File: config.mk
export PLATFORM = sky130hd
export DESIGN_NAME = anagram_window_matcher_top
export DESIGN_NICKNAME = d
export VERILOG_FILES = /design/src/rtl/awm_pkg.sv /design/src/rtl/awm_hist.sv /design/src/rtl/anagram_window_matcher_top.sv
export SDC_FILE = /design/constraint.sdc
export NUM_CORES = 2
export LEC_CHECK = 0
export BUFFER_PORTS_ARGS = -buffer_cell sky130_fd_sc_hd__buf_2
export CORE_ASPECT_RATIO = 0.7
export CORE_MARGIN = 10
export CORE_UTILIZATION = 53
export DETAILED_ROUTE_END_ITERATION = 12
export GPL_ROUTABILITY_DRIVEN = 0
export PLACE_DENSITY = 0.66
export SLEW_MARGIN = 0
export SYNTH_ARGS = -nofsm -noshare
export SYNTH_HDL_FRONTEND = slang
export SYNTH_SLANG_ARGS = --single-unit
File: constraint.sdc
create_clock -name clk -period 18.5 [get_ports clk]
set_clock_uncertainty 0.1 [all_clocks]
set_input_delay 4.625 -clock clk [delete_from_list [all_inputs] [get_ports clk]]
set_output_delay 4.625 -clock clk [all_outputs]
set_load 0.02 [all_outputs]
File: src/rtl/awm_pkg.sv
// ----------------------------------------------------------------------------
// awm_pkg
// Shared constants, codes and types of the anagram window matcher.
// ----------------------------------------------------------------------------
package awm_pkg;

	localparam int MAX_PATTERN_DEF = 64;
	localparam int ALPHABET_DEF    = 26;

	localparam int CMD_W    = 2;
	localparam int LETTER_W = 5;
	localparam int POS_W    = 32;

	localparam logic [CMD_W-1:0] CMD_CLEAR   = 2'd0;
	localparam logic [CMD_W-1:0] CMD_PATTERN = 2'd1;
	localparam logic [CMD_W-1:0] CMD_TEXT    = 2'd2;

	typedef enum logic [1:0] {
		OP_NONE,
		OP_CLEAR,
		OP_PAT,
		OP_TEXT
	} op_t;

	// one request as it moves down the histogram pipeline
	typedef struct packed {
		op_t                 op;
		logic [LETTER_W-1:0] letter;
		logic                act;    // text letter with a nonempty pattern
		logic                rm;     // window full, oldest letter leaves
		logic                full;   // window full after this letter
		logic [POS_W-1:0]    start;
	} item_t;

	typedef struct packed {
		logic             match;
		logic [POS_W-1:0] start;
		logic [POS_W-1:0] total;
	} res_t;

endpackage

File: src/rtl/awm_hist.sv
// ----------------------------------------------------------------------------
// awm_hist
// Histogram engine: pattern, added and removed letter counts in three
// memories, read in one stage and updated in the next with forwarding.
// ----------------------------------------------------------------------------
module awm_hist #(
	parameter int MAX_PATTERN = awm_pkg::MAX_PATTERN_DEF,
	parameter int ALPHABET    = awm_pkg::ALPHABET_DEF
) (
	input  logic                          clk,
	input  logic                          arst_n,
	input  logic                          adv,
	input  awm_pkg::item_t                item_s1,
	input  logic [awm_pkg::LETTER_W-1:0]  old_s1,
	output logic                          res_valid,
	output awm_pkg::res_t                 res
);
	import awm_pkg::*;

	localparam int AW = $clog2(ALPHABET);
	localparam int CW = $clog2(MAX_PATTERN + 1);
	localparam int MW = $clog2(ALPHABET + 1);

	logic [CW-1:0] add_mem [ALPHABET];
	logic [CW-1:0] rem_mem [ALPHABET];
	logic [CW-1:0] pat_mem [ALPHABET];

	logic [ALPHABET-1:0] add_v_q, rem_v_q, pat_v_q;

	item_t               item_s2;
	logic [LETTER_W-1:0] old_s2;
	logic [CW-1:0]       add_c_s2, add_o_s2, rem_c_s2, rem_o_s2, pat_c_s2, pat_o_s2;

	logic          fa_v_q, fr_v_q, fp_v_q;
	logic [AW-1:0] fa_addr_q, fr_addr_q, fp_addr_q;
	logic [CW-1:0] fa_data_q, fr_data_q, fp_data_q;

	logic [MW-1:0]    mismatch_q, distinct_q;
	logic [POS_W-1:0] found_q;

	logic [AW-1:0]    ca1, oa1, ca2, oa2;
	logic [CW-1:0]    ac, ao, rc, ro, pc, po;
	logic [CW-1:0]    wc, wo, wc_inc, wo_dec, ac_inc, ro_inc, pc_inc;
	logic             is_text, same, add_up, add_dn, rm_up, rm_dn, match;
	logic [1:0]       up_cnt, dn_cnt;
	logic [MW-1:0]    mis_n, distinct_n;
	logic [POS_W-1:0] found_n;

	assign ca1 = AW'(item_s1.letter);
	assign oa1 = AW'(old_s1);

	always_comb begin
		ca2 = AW'(item_s2.letter);
		oa2 = AW'(old_s2);

		ac = (fa_v_q && fa_addr_q == ca2) ? fa_data_q : (add_v_q[ca2] ? add_c_s2 : '0);
		ao = (fa_v_q && fa_addr_q == oa2) ? fa_data_q : (add_v_q[oa2] ? add_o_s2 : '0);
		rc = (fr_v_q && fr_addr_q == ca2) ? fr_data_q : (rem_v_q[ca2] ? rem_c_s2 : '0);
		ro = (fr_v_q && fr_addr_q == oa2) ? fr_data_q : (rem_v_q[oa2] ? rem_o_s2 : '0);
		pc = (fp_v_q && fp_addr_q == ca2) ? fp_data_q : (pat_v_q[ca2] ? pat_c_s2 : '0);
		po = (fp_v_q && fp_addr_q == oa2) ? fp_data_q : (pat_v_q[oa2] ? pat_o_s2 : '0);

		wc     = CW'(ac - rc);
		wo     = CW'(ao - ro);
		wc_inc = CW'(wc + 1'b1);
		wo_dec = CW'(wo - 1'b1);
		ac_inc = CW'(ac + 1'b1);
		ro_inc = CW'(ro + 1'b1);
		pc_inc = CW'(pc + 1'b1);

		is_text = (item_s2.op == OP_TEXT) && item_s2.act;
		// same letter enters and leaves: window unchanged
		same    = item_s2.rm && (item_s2.letter == old_s2);

		add_up = is_text && !same && (wc == pc) && (wc_inc != pc);
		add_dn = is_text && !same && (wc != pc) && (wc_inc == pc);
		rm_up  = is_text && !same && item_s2.rm && (wo == po) && (wo_dec != po);
		rm_dn  = is_text && !same && item_s2.rm && (wo != po) && (wo_dec == po);

		up_cnt = {1'b0, add_up} + {1'b0, rm_up};
		dn_cnt = {1'b0, add_dn} + {1'b0, rm_dn};
		mis_n  = MW'(mismatch_q + MW'(up_cnt) - MW'(dn_cnt));

		match   = is_text && item_s2.full && (mis_n == '0);
		found_n = (match && found_q != '1) ? POS_W'(found_q + 1'b1) : found_q;

		distinct_n = (pc == '0) ? MW'(distinct_q + 1'b1) : distinct_q;
	end

	assign res_valid   = item_s2.op == OP_TEXT;
	assign res.match   = match;
	assign res.start   = item_s2.start;
	assign res.total   = found_n;

	// memories: registered reads, read-before-write
	always_ff @(posedge clk) begin
		if (adv) begin
			old_s2   <= old_s1;
			add_c_s2 <= add_mem[ca1];
			add_o_s2 <= add_mem[oa1];
			rem_c_s2 <= rem_mem[ca1];
			rem_o_s2 <= rem_mem[oa1];
			pat_c_s2 <= pat_mem[ca1];
			pat_o_s2 <= pat_mem[oa1];
			if (is_text)
				add_mem[ca2] <= ac_inc;
			if (is_text && item_s2.rm)
				rem_mem[oa2] <= ro_inc;
			if (item_s2.op == OP_PAT)
				pat_mem[ca2] <= pc_inc;
		end
	end

	always_ff @(posedge clk or negedge arst_n) begin
		if (!arst_n) begin
			item_s2    <= '0;
			add_v_q    <= '0;
			rem_v_q    <= '0;
			pat_v_q    <= '0;
			fa_v_q     <= 1'b0;
			fr_v_q     <= 1'b0;
			fp_v_q     <= 1'b0;
			mismatch_q <= '0;
			distinct_q <= '0;
			found_q    <= '0;
		end else if (adv) begin
			item_s2 <= item_s1;
			fa_v_q  <= is_text;
			fr_v_q  <= is_text && item_s2.rm;
			fp_v_q  <= item_s2.op == OP_PAT;
			unique case (item_s2.op)
				OP_CLEAR: begin
					add_v_q    <= '0;
					rem_v_q    <= '0;
					pat_v_q    <= '0;
					mismatch_q <= '0;
					distinct_q <= '0;
					found_q    <= '0;
				end
				OP_PAT: begin
					pat_v_q[ca2] <= 1'b1;
					add_v_q      <= '0;
					rem_v_q      <= '0;
					distinct_q   <= distinct_n;
					mismatch_q   <= distinct_n;
					fp_addr_q    <= ca2;
					fp_data_q    <= pc_inc;
				end
				OP_TEXT: begin
					if (is_text) begin
						add_v_q[ca2] <= 1'b1;
						fa_addr_q    <= ca2;
						fa_data_q    <= ac_inc;
						mismatch_q   <= mis_n;
						found_q      <= found_n;
						if (item_s2.rm) begin
							rem_v_q[oa2] <= 1'b1;
							fr_addr_q    <= oa2;
							fr_data_q    <= ro_inc;
						end
					end
				end
				default: begin
				end
			endcase
		end
	end

endmodule

File: src/rtl/anagram_window_matcher_top.sv
// ----------------------------------------------------------------------------
// anagram_window_matcher_top
// Sliding window anagram search over a stream of letter indices.
//
//   Channel   Handshake              Payload
//   request   cmd_valid / cmd_stall  cmd, letter
//   result    res_valid / res_stall  window_match, window_start, match_total
//
// One request per cycle sustained unless the output buffer fills. A text
// letter's result is registered in item_s1, item_s2 and the output register;
// the forwarded histogram read-modify-write in stage two sets that rate.
// Reset and clear empty the histograms at once through per-entry valid bits.
// A two-entry output buffer absorbs result stalls; cmd_stall rises only when
// both entries hold results.
// ----------------------------------------------------------------------------
module anagram_window_matcher_top #(
	parameter int MAX_PATTERN = awm_pkg::MAX_PATTERN_DEF,
	parameter int ALPHABET    = awm_pkg::ALPHABET_DEF
) (
	input  logic                          clk,
	input  logic                          arst_n,
	input  logic                          cmd_valid,
	output logic                          cmd_stall,
	input  logic [awm_pkg::CMD_W-1:0]     cmd,
	input  logic [awm_pkg::LETTER_W-1:0]  letter,
	output logic                          res_valid,
	input  logic                          res_stall,
	output logic                          window_match,
	output logic [awm_pkg::POS_W-1:0]     window_start,
	output logic [awm_pkg::POS_W-1:0]     match_total
);
	import awm_pkg::*;

	localparam int CW = $clog2(MAX_PATTERN + 1);
	localparam int RW = (MAX_PATTERN > 1) ? $clog2(MAX_PATTERN) : 1;
	localparam logic [CW:0]   MAX_X  = (CW+1)'(MAX_PATTERN);
	localparam logic [RW-1:0] PTR_LAST = RW'(MAX_PATTERN - 1);
	localparam logic [CW-1:0] LEN_MAX  = CW'(MAX_PATTERN);

	logic [LETTER_W-1:0] ring_mem [MAX_PATTERN];

	logic [CW-1:0]    len_q, fill_q;
	logic [RW-1:0]    ptr_q;
	logic [POS_W-1:0] pos_q;

	item_t               item_d, item_s1;
	logic [LETTER_W-1:0] old_s1;

	logic       adv, accept, in_rng, ring_wr;
	logic [CW:0] ptr_x, len_x, slot;
	logic [RW-1:0] old_idx;

	logic          [CW-1:0] len_d, fill_d;
	logic          [RW-1:0] ptr_d;
	logic          [POS_W-1:0] pos_d;

	logic  h_valid;
	res_t  h_res;
	res_t  head_q, skid_q;
	logic  head_v_q, skid_v_q, pop, push;

	assign adv       = !skid_v_q;
	assign cmd_stall = skid_v_q;
	assign accept    = cmd_valid && !cmd_stall;
	assign in_rng    = 32'(letter) < 32'(ALPHABET);

	assign ptr_x   = (CW+1)'(ptr_q);
	assign len_x   = (CW+1)'(len_q);
	assign slot    = (ptr_x >= len_x) ? ptr_x - len_x : ptr_x + MAX_X - len_x;
	assign old_idx = slot[RW-1:0];

	always_comb begin
		item_d        = '0;
		item_d.op     = OP_NONE;
		item_d.letter = letter;
		len_d         = len_q;
		fill_d        = fill_q;
		ptr_d         = ptr_q;
		pos_d         = pos_q;
		ring_wr       = 1'b0;
		unique case (cmd)
			CMD_CLEAR: begin
				item_d.op = OP_CLEAR;
				len_d     = '0;
				fill_d    = '0;
				ptr_d     = '0;
				pos_d     = '0;
			end
			CMD_PATTERN: begin
				if (in_rng && len_q != LEN_MAX) begin
					item_d.op = OP_PAT;
					len_d     = CW'(len_q + 1'b1);
					fill_d    = '0;
					pos_d     = '0;
				end
			end
			CMD_TEXT: begin
				if (in_rng) begin
					item_d.op = OP_TEXT;
					ring_wr   = 1'b1;
					ptr_d     = (ptr_q == PTR_LAST) ? '0 : RW'(ptr_q + 1'b1);
					pos_d     = POS_W'(pos_q + 1'b1);
					if (len_q != '0) begin
						item_d.act  = 1'b1;
						item_d.rm   = fill_q >= len_q;
						item_d.full = item_d.rm || (CW'(fill_q + 1'b1) == len_q);
						if (!item_d.rm)
							fill_d = CW'(fill_q + 1'b1);
						if (item_d.full)
							item_d.start = POS_W'(pos_q - POS_W'(len_q) + 1'b1);
					end
				end
			end
			default: begin
			end
		endcase
	end

	always_ff @(posedge clk) begin
		if (accept) begin
			old_s1 <= ring_mem[old_idx];
			if (ring_wr)
				ring_mem[ptr_q] <= letter;
		end
	end

	always_ff @(posedge clk or negedge arst_n) begin
		if (!arst_n) begin
			len_q   <= '0;
			fill_q  <= '0;
			ptr_q   <= '0;
			pos_q   <= '0;
			item_s1 <= '0;
		end else if (adv) begin
			if (accept) begin
				len_q   <= len_d;
				fill_q  <= fill_d;
				ptr_q   <= ptr_d;
				pos_q   <= pos_d;
				item_s1 <= item_d;
			end else begin
				item_s1.op <= OP_NONE;
			end
		end
	end

	awm_hist #(
		.MAX_PATTERN (MAX_PATTERN),
		.ALPHABET    (ALPHABET)
	) u_hist (
		.clk       (clk),
		.arst_n    (arst_n),
		.adv       (adv),
		.item_s1   (item_s1),
		.old_s1    (old_s1),
		.res_valid (h_valid),
		.res       (h_res)
	);

	// two-entry output buffer
	assign push = adv && h_valid;
	assign pop  = head_v_q && !res_stall;

	always_ff @(posedge clk) begin
		if (!head_v_q || pop)
			head_q <= skid_v_q ? skid_q : h_res;
		if (head_v_q && !pop && push)
			skid_q <= h_res;
	end

	always_ff @(posedge clk or negedge arst_n) begin
		if (!arst_n) begin
			head_v_q <= 1'b0;
			skid_v_q <= 1'b0;
		end else begin
			if (!head_v_q || pop) begin
				head_v_q <= skid_v_q || push;
				skid_v_q <= 1'b0;
			end else if (push) begin
				skid_v_q <= 1'b1;
			end
		end
	end

	assign res_valid    = head_v_q;
	assign window_match = head_q.match;
	assign window_start = head_q.start;
	assign match_total  = head_q.total;

endmodule
# Word level (Yosys, flattened, before mapping)

Memories as Yosys holds them, arrays and structs flattened. A register that Yosys moved wholly into a read port is not among the register bits.
Index checks and enable logic that the tools add are counted.

Register bits: 432
RAM bits: 866
Bits of input ports: 11
Output and inout bits: 67
Logic and storage cells: 257
Memories: 4

Memories:

| name           | words | width | read ports | clocked after memory_dff | wr ports | line                             | RTL |
|---|---|---|---|---|---|---|---|
| ring_mem       | 64    | 5     | 1          | 1                        | 1        | anagram_window_matcher_top.sv:40 | `logic [LETTER_W-1:0] ring_mem [MAX_PATTERN];` |
| u_hist.add_mem | 26    | 7     | 2          | 2                        | 1        | awm_hist.sv:24                   | `logic [CW-1:0] add_mem [ALPHABET];` |
| u_hist.pat_mem | 26    | 7     | 2          | 2                        | 1        | awm_hist.sv:26                   | `logic [CW-1:0] pat_mem [ALPHABET];` |
| u_hist.rem_mem | 26    | 7     | 2          | 2                        | 1        | awm_hist.sv:25                   | `logic [CW-1:0] rem_mem [ALPHABET];` |

$add $sub $neg: 22
Magnitude comparators: 7
Equality and inequality tests: 30
Mux-type cells: 80
Bitwise gates (word level): 4
Reductions and logical operators: 70

Operators with widths:

| cell                                                             | count |
|---|---|
| 32-bit two-way mux                                               | 5 |
| 26-bit one-hot mux with 2 select lines                           | 3 |
| 7-bit two-way mux                                                | 17 |
| 35-bit two-way mux                                               | 3 |
| 32-bit by 1-bit adder with 32-bit output (second input constant) | 3 |
| 32-bit one-hot mux with 3 select lines                           | 1 |
| 26-bit two-way mux                                               | 3 |
| 26-bit OR                                                        | 3 |
| 65-bit two-way mux                                               | 1 |
| 32-bit one-hot mux with 2 select lines                           | 1 |
| 7-bit by 1-bit adder with 7-bit output (second input constant)   | 6 |
| 5-bit == test                                                    | 7 |
| 7-bit == test                                                    | 5 |
| 32-bit inequality test (second input constant)                   | 1 |
| 32-bit by 7-bit subtractor with 32-bit output                    | 1 |
| 1-bit binary-select mux with 5-bit select                        | 6 |
| 1-bit logical AND                                                | 30 |
| 7-bit inequality test                                            | 4 |
| 1-bit two-way mux                                                | 24 |
| 7-bit one-hot mux with 3 select lines                            | 1 |
| 6-bit two-way mux                                                | 3 |
| 4-bit AND reduction                                              | 4 |
| 5-bit one-hot mux with 3 select lines                            | 1 |
| 7-bit one-hot mux with 2 select lines                            | 1 |
| other kinds (39)                                                 | 79 |

# Longest topological paths before layout

Depth after elaboration: 17
Gate-level depth with buffers: 37
Depth with buffers taken out: 33

# Modules after synthesis

Synthesis repeated with hierarchy kept, for this count alone.

Cell total of the unflattened synthesis: 4141
Area total of the unflattened synthesis: 63614.8 µm²

Modules (own cells, without submodules):

| module                     | instances | cells an instance | area each (µm²) | sequential area each (µm²) |
|---|---|---|---|---|
| awm_hist                   | 1         | 2596              | 39524.2         | 23017.1 |
| anagram_window_matcher_top | 1         | 1545              | 24090.6         | 16065.4 |

# Worst setup path after synthesis

OpenSTA, ideal clock, no wires.

Kind: input to register
Start: in res_stall
End: reg skid_q[0] (netlist name), enable pin
Setup time: 0.581 ns
Data arrival time: 11.046 ns
Required time: 17.819 ns
Slack: 6.773 ns
Stages on the path: 2
Path buffers: 0
Cells stage by stage: nand2_1 nor3b_1

Cells in the longest elaborated chain, start to end: 5

RTL lines:

| element                        | line                              | RTL |
|---|---|---|
| from (decl)                    | anagram_window_matcher_top.sv:27  | `input logic res_stall,` |
| 1-bit zero test                | anagram_window_matcher_top.sv:162 | `assign pop = head_v_q && !res_stall;` |
| 1-bit logical AND              | anagram_window_matcher_top.sv:162 |  |
| 1-bit zero test                | anagram_window_matcher_top.sv:167 | `if (head_v_q && !pop && push)` |
| 1-bit logical AND (2 in a row) | anagram_window_matcher_top.sv:167 |  |
| to (signal assigned)           | anagram_window_matcher_top.sv:168 | `skid_q <= h_res;` |
| to (decl)                      | anagram_window_matcher_top.sv:59  | `res_t head_q, skid_q;` |

Every way passes these cells.
A chain may end at the register's enable or synchronous reset.

==> reports/metrics.yaml <==
run_status: "completed"
post_synth.cell_area_avg_um2: 15.9
synthFlopType: "edfxtp_1"
synth.ff_latch_count: 1345
port_buffers: 77
fp.dieH_um: 308
worst_slew_margin_rel: 0.124
timing.critical_path.mode_cell: "fa_1"
grt_start_max_net_pins: 128
critical_path_class: "register to register"
drc: 0
final_layout_size_suffix_gt1_frac: 0.238
gr_util_met1: 0.348
crit_path_start_kind: "register"
final-max-slew-violation-count: 0
postPlaceCellArea_um2: 64800
design_power_total_mw: 8.50
drt_pre_antenna_iters: 6
max-cap-violations: 0
netlist_area_um2: 62700
num_cts_buffers: 133
die_width_um: 431
reg2reg_from: "u_hist.oa2[3]"
core_area_um2: 117000
cts_hold_repair.buffers: 0
area.growth.synth_to_final_pct: 10.1
wirelength_um: 147000
post_cts.repair.setup_buffers: 0
final-hold-violation-count: 0
placementRows: 105
yosys_warnings: 0
antenna_found_initial: 3
routed_wire_length_per_instance_um: 26.1
gr-usage-all-layers: 0.222
cts_max_path_buffers: 3
layout.area.seq_um2: 39100
final_net_count: 4099
fillCellCount: 8752
detailedRoute.firstIterationViolations: 4032
clock_edge_transition_at_the_registers_on_the_reported_setup_and_hold_paths_ns: 0.06
cp.required_ns: 18.90
global_route_met3_utilization: 0.0635
gate_count_of_the_mapped_netlist: 3933
synth_cell_type_count: 92
worstPathMaxFanout: 28
design_area_um2: 69000
grt_pass1_vias: 34700
clk_latency_ns: 0.75
period_minus_slack_ns: 11.07
avgViaCountPerCell: 6.27
syn-num-nets: 4055
route.vias.total: 35300
power.density_nw_per_um2: 123
worst_pin_slew_ns: 1.31
cts_sinks: 1345
pin_count: 78
starting_density_of_the_core: 0.535
clock_tree.root_cell: "clkbuf_16"
totalNegativeSetupSlack_ns: 0
timing.critical_path.from: "u_hist.oa2[3]"
end_kind: "register"
leakage_nw: 25.1
cts_tree: "yes"
multi_input_area_um2: 22600
critical_path.slowest_cell: "a21oi_2"
holdCritPathClass: "register to register"
setup_viol: 0
worst_ir_drop_vdd_uv: 210
critical_path.max_stage_delay_ns: 0.87
total_die_area_um2: 133000
arrival_ns: 11.47
global_route.peak_usage_layer: "met1"
detail-route-antenna-nets: 0
proportion_of_synthesized_flip_flops_having_asynchronous_set_or_reset: 0.194
timing.final.crit_share: 0.598
synth_seq_area_share: 0.623
timing.hold.worst.start: "u_hist.res[41]"
cts-resized-gates: 0
edff_count_synth: 1084
max_freq_mhz: 90.3
unrepaired_setup_endpoints_after_global_routing: "no"
use_met2: 0.303
detailed_place_hpwl_um: 94100
grt_pass1_wl_um: 223000
remaining_global_route_overflow: 0
ctsHtreeMaxLevel: 4
## cells in the final DEF (no fill, tap or decap), drive strengths merged, types with 5 or more instances in the layout
cell / netlist / final
clkinv: 1 / 53
xnor2: 94 / 94
nor2: 342 / 342
nand2b: 23 / 23
ha: 104 / 104
and3: 42 / 42
a21oi: 162 / 162
nand3b: 7 / 7
xor2: 99 / 99
nand4: 19 / 19
a222oi: 5 / 5
nor2b: 62 / 62
o21ai: 83 / 83
fa: 7 / 7
clkbuf: 163 / 177
and2: 10 / 10
o21a: 5 / 5
nor3: 29 / 29
nor4: 14 / 14
nand3: 55 / 55
mux4: 426 / 426
bufinv: 0 / 7
a31oi: 27 / 27
buf: 66 / 139
dfrtp: 261 / 261
a22o: 44 / 44
mux2i: 59 / 59
or3: 16 / 16
edfxtp: 1084 / 1084
a22oi: 15 / 15
o31ai: 12 / 12
nor3b: 9 / 9
a21o: 41 / 41
nand2: 184 / 184
a211oi: 56 / 56
inv: 81 / 84
mux2: 162 / 162
## worst max-delay path, delay by kind of cell (launching register included)
family,cells,cell delay [ns]
DFF,1,0.69
adders and majority gates,6,2.51
buffers and inverters,4,0.55
xor gates and xnor gates,2,0.70
muxes,2,0.51
and+or+nand+nor,12,3.76
AOI/OAI and AO/OA,4,1.99
## power by group
part	leakage (nW)	switching, mW	internal, mW
clock network	2.06	1.15	1.49
logic	9.09	1.25	1.05
registers	13.9	0.0984	3.46
## kinds of logic (layout without fill, tap and decap cells)
group	after synthesis	after routing	share of synthesized area
DFF	1345	1345	0.623
and+or+nand+nor	834	834	0.0621
muxes	647	647	0.192
AOI/OAI and AO/OA	488	488	0.0511
buffers and inverters	312	463	0.0207
xor gates and xnor gates	196	196	0.0282
adders and majority gates	111	111	0.0230
other	0	2	0
## cell usage after synthesis, types with 16 or more instances
library cell,n,area [um2]
inv_1,81,304
buf_1,43,161
mux2i_1,59,591
or3_1,16,100
and3_1,42,263
nor3_1,28,140
clkbuf_1,162,608
nand2b_1,23,144
a21oi_1,162,811
nor2b_1,62,388
mux4_2,423,9530
nor2_1,342,1280
xor2_1,98,858
edfxtp_1,1084,32600
a22o_1,43,377
nand3_1,54,270
a211oi_1,55,413
dfrtp_1,261,6530
a31oi_1,26,163
mux2_2,159,1790
ha_1,104,1300
xnor2_1,94,823
a21o_1,41,308
nand4_1,19,119
o21ai_0,79,395
nand2_1,184,691
## stage by stage
| stage | setup slack (ns) | std cells | util | hold slack (ns) |
|---|---|---|---|---|
| after floorplan | 6.77 | 3933 | - | 0.324 |
| after global placement | 7.92 | 5393 | 0.552 | 0.351 |
| after detailed placement | 7.65 | 5393 | 0.552 | 0.358 |
| after CTS | 7.63 | 5635 | 0.588 | 0.369 |
| after global routing | 6.80 | 5637 | 0.588 | 0.379 |
| final | 7.43 | 5637 | 0.588 | 0.364 |
## registers in the layout, indices dropped and copies added (netlist names), 26 cells and up
| name | cells |
|---|---|
| u_hist.res | 32 |
| pos_q | 32 |
| u_hist.rem_v_q | 26 |
| match_total | 32 |
| ring_mem | 320 |
| u_hist.rem_mem | 182 |
| u_hist.add_mem | 182 |
| window_start | 32 |
| u_hist.add_v_q | 26 |
| u_hist.pat_v_q | 26 |
| u_hist.found_q | 32 |
| skid_q | 65 |
| item_s1 | 42 |
| u_hist.pat_mem | 182 |
## path summary, 6_finish.rpt
check                      slack (ns)  depth (start not counted)                  to
max                              7.43                         30     match_total[25]
min                              0.36                          0          skid_q[41]
max reg2reg                      7.43                         30     match_total[25]
min reg2reg                      0.36                          0          skid_q[41]
max in group asynchronous       12.37                          3  u_hist.found_q[30]
min in group asynchronous        3.80                          1      u_hist.res[34]
## metal layers
metal | vias up | share of wire
li1 | 15500 | -
met4 | 0 | 0.018
met5 | - | 0
met1 | 18100 | 0.45
met2 | 1576 | 0.42
met3 | 188 | 0.11
## area by class of cell
| class | count | share of cell area |
|---|---|---|
| sequential | 1345 | 0.566 |
| tap | 1551 | 0.0281 |
| clock inverter | 65 | 0.00821 |
| clock buffer | 177 | 0.0529 |
| inverter | 82 | 0.00450 |
| multi-input combinational | 2276 | 0.327 |
| timing repair buffer | 139 | 0.0130 |
| antenna | 2 | 0.0000725 |
Power figures use the tool's default switching activity.
